### src/rtl/core/segi_pkg.sv
// Package: shared constants for the segment intersection core.
package segi_pkg;

  localparam int unsigned COORD_WIDTH_DEF = 16;

endpackage

### src/rtl/core/segi_div_cell.sv
// Divider cell: one restoring quotient bit for the x and y lanes, side data passed along.
module segi_div_cell #(
  parameter int unsigned RW = 35,
  parameter int unsigned QW = 17,
  parameter int unsigned SW = 8
) (
  input  logic          clk,
  input  logic          rst_n,
  input  logic          en,
  input  logic          c_valid,
  input  logic [RW-1:0] c_den,
  input  logic [RW-1:0] c_rem_x,
  input  logic [QW-1:0] c_lo_x,
  input  logic [QW-1:0] c_q_x,
  input  logic [RW-1:0] c_rem_y,
  input  logic [QW-1:0] c_lo_y,
  input  logic [QW-1:0] c_q_y,
  input  logic [SW-1:0] c_side,
  output logic          n_valid,
  output logic [RW-1:0] n_den,
  output logic [RW-1:0] n_rem_x,
  output logic [QW-1:0] n_lo_x,
  output logic [QW-1:0] n_q_x,
  output logic [RW-1:0] n_rem_y,
  output logic [QW-1:0] n_lo_y,
  output logic [QW-1:0] n_q_y,
  output logic [SW-1:0] n_side
);
  import segi_pkg::*;

  logic [RW:0] tx, ty;
  logic        gx, gy;

  assign tx = {c_rem_x, c_lo_x[QW-1]};
  assign ty = {c_rem_y, c_lo_y[QW-1]};
  assign gx = tx >= {1'b0, c_den};
  assign gy = ty >= {1'b0, c_den};

  always_ff @(posedge clk) begin
    if (!rst_n) begin
      n_valid <= 1'b0;
    end else if (en) begin
      n_valid <= c_valid;
    end
  end

  always_ff @(posedge clk) begin
    if (en) begin
      n_den   <= c_den;
      n_rem_x <= gx ? RW'(tx - {1'b0, c_den}) : tx[RW-1:0];
      n_rem_y <= gy ? RW'(ty - {1'b0, c_den}) : ty[RW-1:0];
      n_lo_x  <= c_lo_x << 1;
      n_lo_y  <= c_lo_y << 1;
      n_q_x   <= {c_q_x[QW-2:0], gx};
      n_q_y   <= {c_q_y[QW-2:0], gy};
      n_side  <= c_side;
    end
  end

endmodule

### config.mk
export PLATFORM = sky130hd
export DESIGN_NAME = segi_div_cell
export DESIGN_NICKNAME = d
export VERILOG_FILES = /design/src/rtl/core/segi_pkg.sv /design/src/rtl/core/segi_div_cell.sv
export SDC_FILE = /design/constraint.sdc
export NUM_CORES = 1
export LEC_CHECK = 0
export BUFFER_PORTS_ARGS = -buffer_cell sky130_fd_sc_hd__buf_2
export CAP_MARGIN = 20
export CORE_AREA = 2 2 134 162
export DETAILED_ROUTE_END_ITERATION = 7
export DIE_AREA = 0 0 136 164
export PLACE_DENSITY = 0.8
export SETUP_SLACK_MARGIN = 0.3
export SYNTH_ARGS = -nofsm -noshare
export SYNTH_HDL_FRONTEND = slang
export SYNTH_SLANG_ARGS = --single-unit
export TNS_END_PERCENT = 1
### constraint.sdc
create_clock -name clk -period 3.7 [get_ports clk]
set_clock_uncertainty 0.2 [all_clocks]
set_input_delay 0.37 -clock clk [delete_from_list [all_inputs] [get_ports clk]]
set_output_delay 0.37 -clock clk [all_outputs]
set_load 0.03 [all_outputs]
==> results of run 1 <==
per-stage QoR:
step | worst slack (ns) | cells | power [uW] | utilization (%) | hold WS [ns]
2_1_floorplan | 0.587 | 955 | 3860 | - | 0.269
3_3_place_gp | 0.157 | 1588 | 4460 | 61.1 | 0.296
3_5_place_dp | 0.0956 | 1588 | 4490 | 61.1 | 0.332
4_1_cts | 0.339 | 1728 | 6410 | 69.1 | 0.00644
5_1_grt | 0.268 | 1734 | 6670 | 69.4 | 0.0312
6_report | 0.382 | 1736 | 6420 | 69.4 | 0.0211
kinds of logic (layout without fill, tap and decap cells):
group	Yosys count	after routing	synth area share (%)
flip-flops	180	180	52.0
AND/OR/NAND/NOR	249	249	11.4
XOR/XNOR	56	56	4.72
multiplexers	10	10	1.17
other	1	6	0.0361
adder cells (fa/ha/maj)	72	72	8.82
buffers and inverters	104	611	4.36
AO/OA/AOI/OAI	282	282	17.6
area by class of cell:
type | instances | share of cell area (%)
Sequential cell | 180 | 37.5
Multi-Input combinational cell | 671 | 31.7
Timing Repair Buffer | 512 | 22.6
Clock buffer | 18 | 2.98
Tap cell | 270 | 2.35
Inverter | 67 | 1.75
Clock inverter | 14 | 1.10
Antenna cell | 4 | 0.0695
worst register-to-register path, delay by kind of cell, from the launching register on:
family / cells / cell delay (ns)
flip-flops: 1 / 0.31
multiplexers: 1 / 0.14
AND/OR/NAND/NOR: 1 / 0.07
layer usage:
| layer | track usage (%) | part of all wire [%] | vias to the layer above |
|---|---|---|---|
| li1 | - | - | 4518 |
| met1 | 31.9 | 36 | 4385 |
| met2 | 54.2 | 51 | 436 |
| met3 | 7.59 | 8.6 | 87 |
| met4 | 13.8 | 4.2 | 2 |
| met5 | 0 | 0.024 | - |
where the power goes:
group / switching, uW / leakage [uW] / internal [uW]
Combinational: 1270 / 0.00438 / 727
Clock: 928 / 0.000283 / 912
Sequential: 63.7 / 0.00176 / 2520
Total: 2260 / 0.00642 / 4160
how the worst max path moves through the flow:
stage | from | end | slack [ns] | cells after the start
after global routing | c_den[28] | n_rem_x[30]$_DFFE_PP_ | 0.27 | 13
after global placement | c_den[15] | n_rem_y[3]$_DFFE_PP_ | 0.16 | 12
after CTS | c_den[28] | n_rem_y[4]$_DFFE_PP_ | 0.34 | 13
after detailed placement | c_den[15] | n_rem_y[4]$_DFFE_PP_ | 0.1 | 12
after floorplan | c_lo_y[16] | n_rem_y[18]$_DFFE_PP_ | 0.59 | 13
final | c_den[28] | n_rem_y[4]$_DFFE_PP_ | 0.38 | 13
placed cells by master (no fill, tap or decap), types with 6 or more instances in the layout:
| master | instances |
|---|---|
| clkbuf_16 | 17 |
| and3_1 | 8 |
| a31oi_1 | 6 |
| o21ai_0 | 71 |
| edfxtp_1 | 179 |
| a21o_1 | 33 |
| nand2_1 | 91 |
| nand3_1 | 16 |
| a21oi_2 | 23 |
| o21bai_1 | 14 |
| nand4_1 | 18 |
| dlygate4sd3_1 | 108 |
| a21oi_1 | 75 |
| xor2_1 | 26 |
| o21a_1 | 7 |
| nor2b_1 | 11 |
| buf_4 | 38 |
| buf_2 | 361 |
| nor3_1 | 15 |
| nand2b_1 | 7 |
| xnor2_1 | 30 |
| nor2_1 | 57 |
| inv_1 | 67 |
| o31ai_1 | 7 |
| and2_1 | 6 |
| ha_1 | 69 |
flip-flops by register name, indices dropped and copies added (netlist names):
| register | count |
|---|---|
| n_q_x | 17 |
| n_lo_y | 16 |
| n_lo_x | 16 |
| n_side | 8 |
| n_rem_y | 35 |
| n_rem_x | 35 |
| n_q_y | 17 |
| n_valid | 1 |
| n_den | 35 |
repair_timing:
item                                    4_1_cts  5_1_grt
endpoints found under the setup margin        0       34
hold buffers                                108        0
endpoints found under the hold margin       108        0
resized for setup                             0        3
setup buffers                                 0        4
==> impl_results.md, run 1 <==
* Crit-path cells: dlygate4sd3_1, buf_2, inv_1, ha_2, nand4_1, nor4_2, nand3_1, a21oi_1, o21ai_0, o311ai_1, a211o_2, buf_12, mux2_2
* Kind of critical path: in -> reg
* Crit path max-delay family: buffers and inverters
* Core box area at 20,800 um2
* Static Leak at 0.00642 uW
* CP max-delay cell: dlygate4sd3_1
* Max Slew Vio Count at 0
* Area of the multi-input gates at 4560 um2
* Main synth FF type: edfxtp_1
* Violation count after the first detailed-routing iteration at 633
* Critical path's largest stage delay at 0.54 ns
* Critical Path Start Type: primary input
* Grt ovf at 0
* Reg2reg end: n_valid$_SDFFE_PN0P_
* Mapped Cells at 954
* Worst setup EP type: flop
* Most common cell in the netlist: edfxtp_1
* Hold worst-path end: n_valid$_SDFFE_PN0P_
* Dpl cell area at 12,700 um2
* Post-synth top area share at 51.8%
* Post-Syn Area at 10,400 um2
* GRT Total Usage at 29.7%
* Commonest cells post-synth: 179 x edfxtp_1, 91 x nand2_1, 75 x a21oi_1
* Area contributors post-synth: edfxtp_1 52%, ha_1 8.4%, a21oi_1 3.6%, o21ai_0 3.4%, nand2_1 3.3%
* Beginning of the worst hold path: c_valid
* Die X at 136 um
* Final cycle utilization of the critical path at 89.7%
* Sequential cell area at 5400 um2
* Root buf cell: clkbuf_16
* Asr flop ratio synth at 0%
* F_max at 0.301 GHz
* Ys Warns at 0
* Flop-to-flop setup slack at 2.88 ns
* Tightest Pin Transition at 0.651 ns
* Clock slew at reported path FFs at 0.08 ns
* Post-DR wirelength/cell at 19.6 um
* Hold Path Depth at 3
* Max_slew headroom at 56.6%
* Vias in the first global route at 9,304
* Post-DP HPWL at 25.3 mm
* Hold Crit Class: in -> reg
* Port Buffers at 362
* CP required at 3.69 ns
* Max Cap Viol at 0
* I/O Pins at 367
* Yosys top cell by area: edfxtp_1
* Number of buffers and inverters on the critical path at 4
* Synth cell types at 68
* # DRC at 0
* Initial antenna violation count at 6
* Wirelength, routed at 34.0 mm
* Die area at 22,300 um2
* Latest clock arrival within the worst-skew pair at 0.43 ns
* Worst-case vdd ir drop at 0.000319 V
* Layout cell share with drive strength beyond 1 at 32.6%
* Avg Vias per Cell at 5.43
* Starting Density at 50.0%
* Placer congestion estimate at 0.922
* RSZ-0062 raised after global routing: true
* Syn_area_per_cell at 10.9 um2
* Via Count at 9,428
* # nets final at 1,706
* Worst-path fanout max at 17
* Number of enable flip-flop cells after synthesis at 179
* Fill count at 1,541
* Bufs on Longest Clock Path at 2
* Worst r2r src: n_valid$_SDFFE_PN0P_
* Crit path time final at 3.32 ns
* Largest net degree at the start of global routing at 81
* First-pass GRT wire length at 49.5 mm
* Htree depth at 4
* Final setup fails at 0
* #FFs+latches synth at 180
* Pre-antenna DRT Iters at 5
* Antenna Nets Post-Route at 0
* Status: finished clean
* Final hold vios at 0
* Row cnt at 58
* Die Y at 164 um
* P per Cell Area at 446 nW/um2
* Clock sinks at 180
* P&R area growth vs syn at 38.7%
* Depth of the worst register-to-register path at 2
* CTS tree: built
* Finished Cell Area at 14,400 um2
* Part of the Yosys area used for sequential elements at 52.0%
* Setup TNS at 0 ns
* Num CTS Buffers at 17
* Worst Path Arrival at 3.31 ns
No activity file was read; power rests on OpenSTA's default activity.
==> run 2: changes to the inputs <==
Settings changed: ABC_AREA from default to 1, CORE_AREA 2 2 134 162 to 2 2 140 169, DIE_AREA 0 0 136 164 to 0 0 142 171, PLACE_DENSITY 0.8 to 0.81.
==> impl_results.md, run 2 <==
* Critical Path Start Type: primary input
* Row cnt at 61
* Violation count after the first detailed-routing iteration at 971
* Asr flop ratio synth at 0%
* Regs by FF count: n_den x35, n_rem_x x35, n_rem_y x35
* Vias in the first global route at 11,400
* Final hold vios at 0
* Status: finished clean
* Root buf cell: clkbuf_16
* Final setup fails at 0
* Synth cell types at 35
* Post-DR wirelength/cell at 17.9 um
* Multiplexer share of the synthesized area at 0%
* # Post-CTS Setup Buffers at 0
* Adder-cell share of the synthesized area at 7.75%
* F_max at 0.310 GHz
* Internal at 4040 uW
* Max Slew Vio Count at 0
* First-pass GRT wire length at 60.3 mm
* Number of enable flip-flop cells after synthesis at 179
* Area contributors post-synth: edfxtp_1 45%, nand2_1 19%, inv_1 7.6%, ha_1 7.4%, nor2_1 3.4%
* Largest net degree at the start of global routing at 95
* Wirelength, routed at 40.6 mm
* P&R area growth vs syn at 31.4%
* Crit path time final at 3.23 ns
* Clock sinks at 180
* Max Cap Viol at 0
* Bufs on Longest Clock Path at 2
* Fin cells at 2,264
* Via Count at 11,600
* Clock slew at reported path FFs at 0.07 ns
* Die Y at 171 um
* Worst-path fanout max at 23
* Setup TNS at 0 ns
* Tightest Pin Transition at 0.634 ns
* Max_slew headroom at 57.7%
* Mapped Cells at 1,486
* Commonest non-fill, non-tap cell in the layout: nand2_1
* Yosys top cell by area: edfxtp_1
* Kind of critical path: in -> reg
* Sw Pwr at 2310 uW
* Main synth FF type: edfxtp_1
* Die area at 24,300 um2
* Xor and xnor fraction of the mapped netlist area at 2.67%
* Post-Syn Area at 11,800 um2
* Worst setup EP type: flop
* Crit-path cells: dlygate4sd3_1, buf_2, inv_1, ha_1, nand2_1, inv_2, nand2_2, inv_1, nand2_1, nor2_1, nand2_1, nand2_1, a21oi_1, nand2_4, buf_4, o21ai_0
* Comb power frac at 32.6%
* # DRC at 0
* Htree depth at 4
* Worst-case vdd ir drop at 0.000343 V
* Final cycle utilization of the critical path at 87.3%
* CP required at 3.69 ns
* RSZ-0062 raised after global routing: false
* Antenna Nets Post-Route at 0
* CP max-delay cell: dlygate4sd3_1
* Pre-antenna DRT Iters at 5
* Static Leak at 0.00807 uW
* Avg Vias per Cell at 5.13
* Compound-Gate Fraction of Synth Area at 3.95%
* Layout cell share with drive strength beyond 1 at 23.6%
* Core box area at 22,800 um2
* Critical path's largest stage delay at 0.53 ns
* CTS tree: built
* Syn_area_per_cell at 7.95 um2
* Most common cell in the netlist: nand2_1
* Grt ovf at 0
* GRT Total Usage at 33.2%
* #FFs+latches synth at 180
* Post-DP HPWL at 30.5 mm
* Port Buffers at 362
* Worst Path Arrival at 3.22 ns
* P per Cell Area at 409 nW/um2
* Reg power frac at 40.8%
* Latest clock arrival within the worst-skew pair at 0.44 ns
* Commonest cells post-synth: 586 x nand2_1, 238 x inv_1, 179 x edfxtp_1
* Num CTS Buffers at 17
* # nets final at 2,224
* Post-synth top area share at 45.5%
* Die X at 142 um
* Simple-gate portion of the synthesized area at 30.7%
* Starting Density at 51.8%
* Leading cell types in the layout, fill and taps excluded: 586 x nand2_1, 361 x buf_2, 238 x inv_1
* Hold Crit Class: in -> reg
* Post-Place Cells at 2,121
* Most used cell, CP: nand2_1
* Largest family of logic cells by synthesized area: simple AND/OR/NAND/NOR gates
* Part of the Yosys area used for sequential elements at 45.7%
* Placer congestion estimate at 0.977
* I/O Pins at 367
* Clk pwr share at 26.6%
* Sw Ratio at 36.4%
* Initial antenna violation count at 4
* Ys Warns at 0
-- run 2: what timing repair did --
| item | CTS | global route |
|---|---|---|
| endpoints found under the setup margin | 0 | 33 |
| hold endpoints to repair | 109 | 0 |
| resized for setup | 0 | 2 |
| hold buffers | 110 | 0 |
-- run 2: path summary, 6_finish.rpt --
path	from	end	slack, ns	cells after the start
max	c_den[11]	n_rem_y[1]$_DFFE_PP_	0.47	16
min	c_rem_y[2]	n_rem_y[3]$_DFFE_PP_	0.005	3
max reg2reg	n_valid$_SDFFE_PN0P_	n_valid$_SDFFE_PN0P_	2.25	3
min reg2reg	n_valid$_SDFFE_PN0P_	n_valid$_SDFFE_PN0P_	0.95	3
-- run 2: area by class of cell --
class | instances | area, um2
timing repair buffer | 477 | 2980
fill | 1868 | 7300
clock buffer | 18 | 429
multi-input combinational | 1044 | 5330
sequential | 180 | 5400
inverter | 247 | 930
tap | 283 | 354
antenna | 1 | 2.50
clock inverter | 14 | 103
-- run 2: stage by stage --
step / setup WS (ns) / power, uW / util, % / hold slack, ns / instance area, um2
2_1_floorplan: 1.24 / 3940 / - / 0.263 / 11800
3_3_place_gp: 0.575 / 4540 / 60.8 / 0.317 / 13900
3_5_place_dp: 0.568 / 4560 / 60.8 / 0.348 / 13900
4_1_cts: 0.472 / 6320 / 68.0 / 0.0000191 / 15500
5_1_grt: 0.303 / 6620 / 68.0 / 0.0250 / 15500
6_report: 0.470 / 6350 / 68.0 / 0.00539 / 15500
-- run 2: per-layer routing --
metal | track usage (%) | vias to the layer above | part of all wire (%)
met5 | 0 | - | 0.030
met4 | 18.1 | 2 | 5.2
met3 | 4.62 | 113 | 6.4
met2 | 59.6 | 489 | 50
met1 | 38.1 | 5327 | 38
li1 | - | 5686 | -
-- run 2: worst max-delay path: cells and delay by family --
kind | cells | cell delay, ns
AO/OA/AOI/OAI | 2 | 0.21
adder cells (fa/ha/maj) | 1 | 0.40
buffers and inverters | 6 | 1.32
AND/OR/NAND/NOR | 7 | 0.89
-- run 2: power by group through the flow --
| stage | clock network, uW | registers [uW] | logic, uW |
|---|---|---|---|
| finish | 1690 | 2590 | 2070 |
| CTS | 1700 | 2580 | 2040 |
| floorplan | 0 | 3070 | 871 |
| detailed placement | 0 | 2620 | 1940 |
| global route | 1770 | 2610 | 2250 |
| global placement | 0 | 2620 | 1920 |
-- run 2: kinds of logic (layout without fill, tap and decap cells) --
| kind of cell | after synthesis | after routing |
|---|---|---|
| AND/OR/NAND/NOR | 847 | 847 |
| XOR/XNOR | 36 | 36 |
| AO/OA/AOI/OAI | 87 | 87 |
| buffers and inverters | 263 | 756 |
| adder cells (fa/ha/maj) | 72 | 72 |
| other | 1 | 3 |
| flip-flops | 180 | 180 |
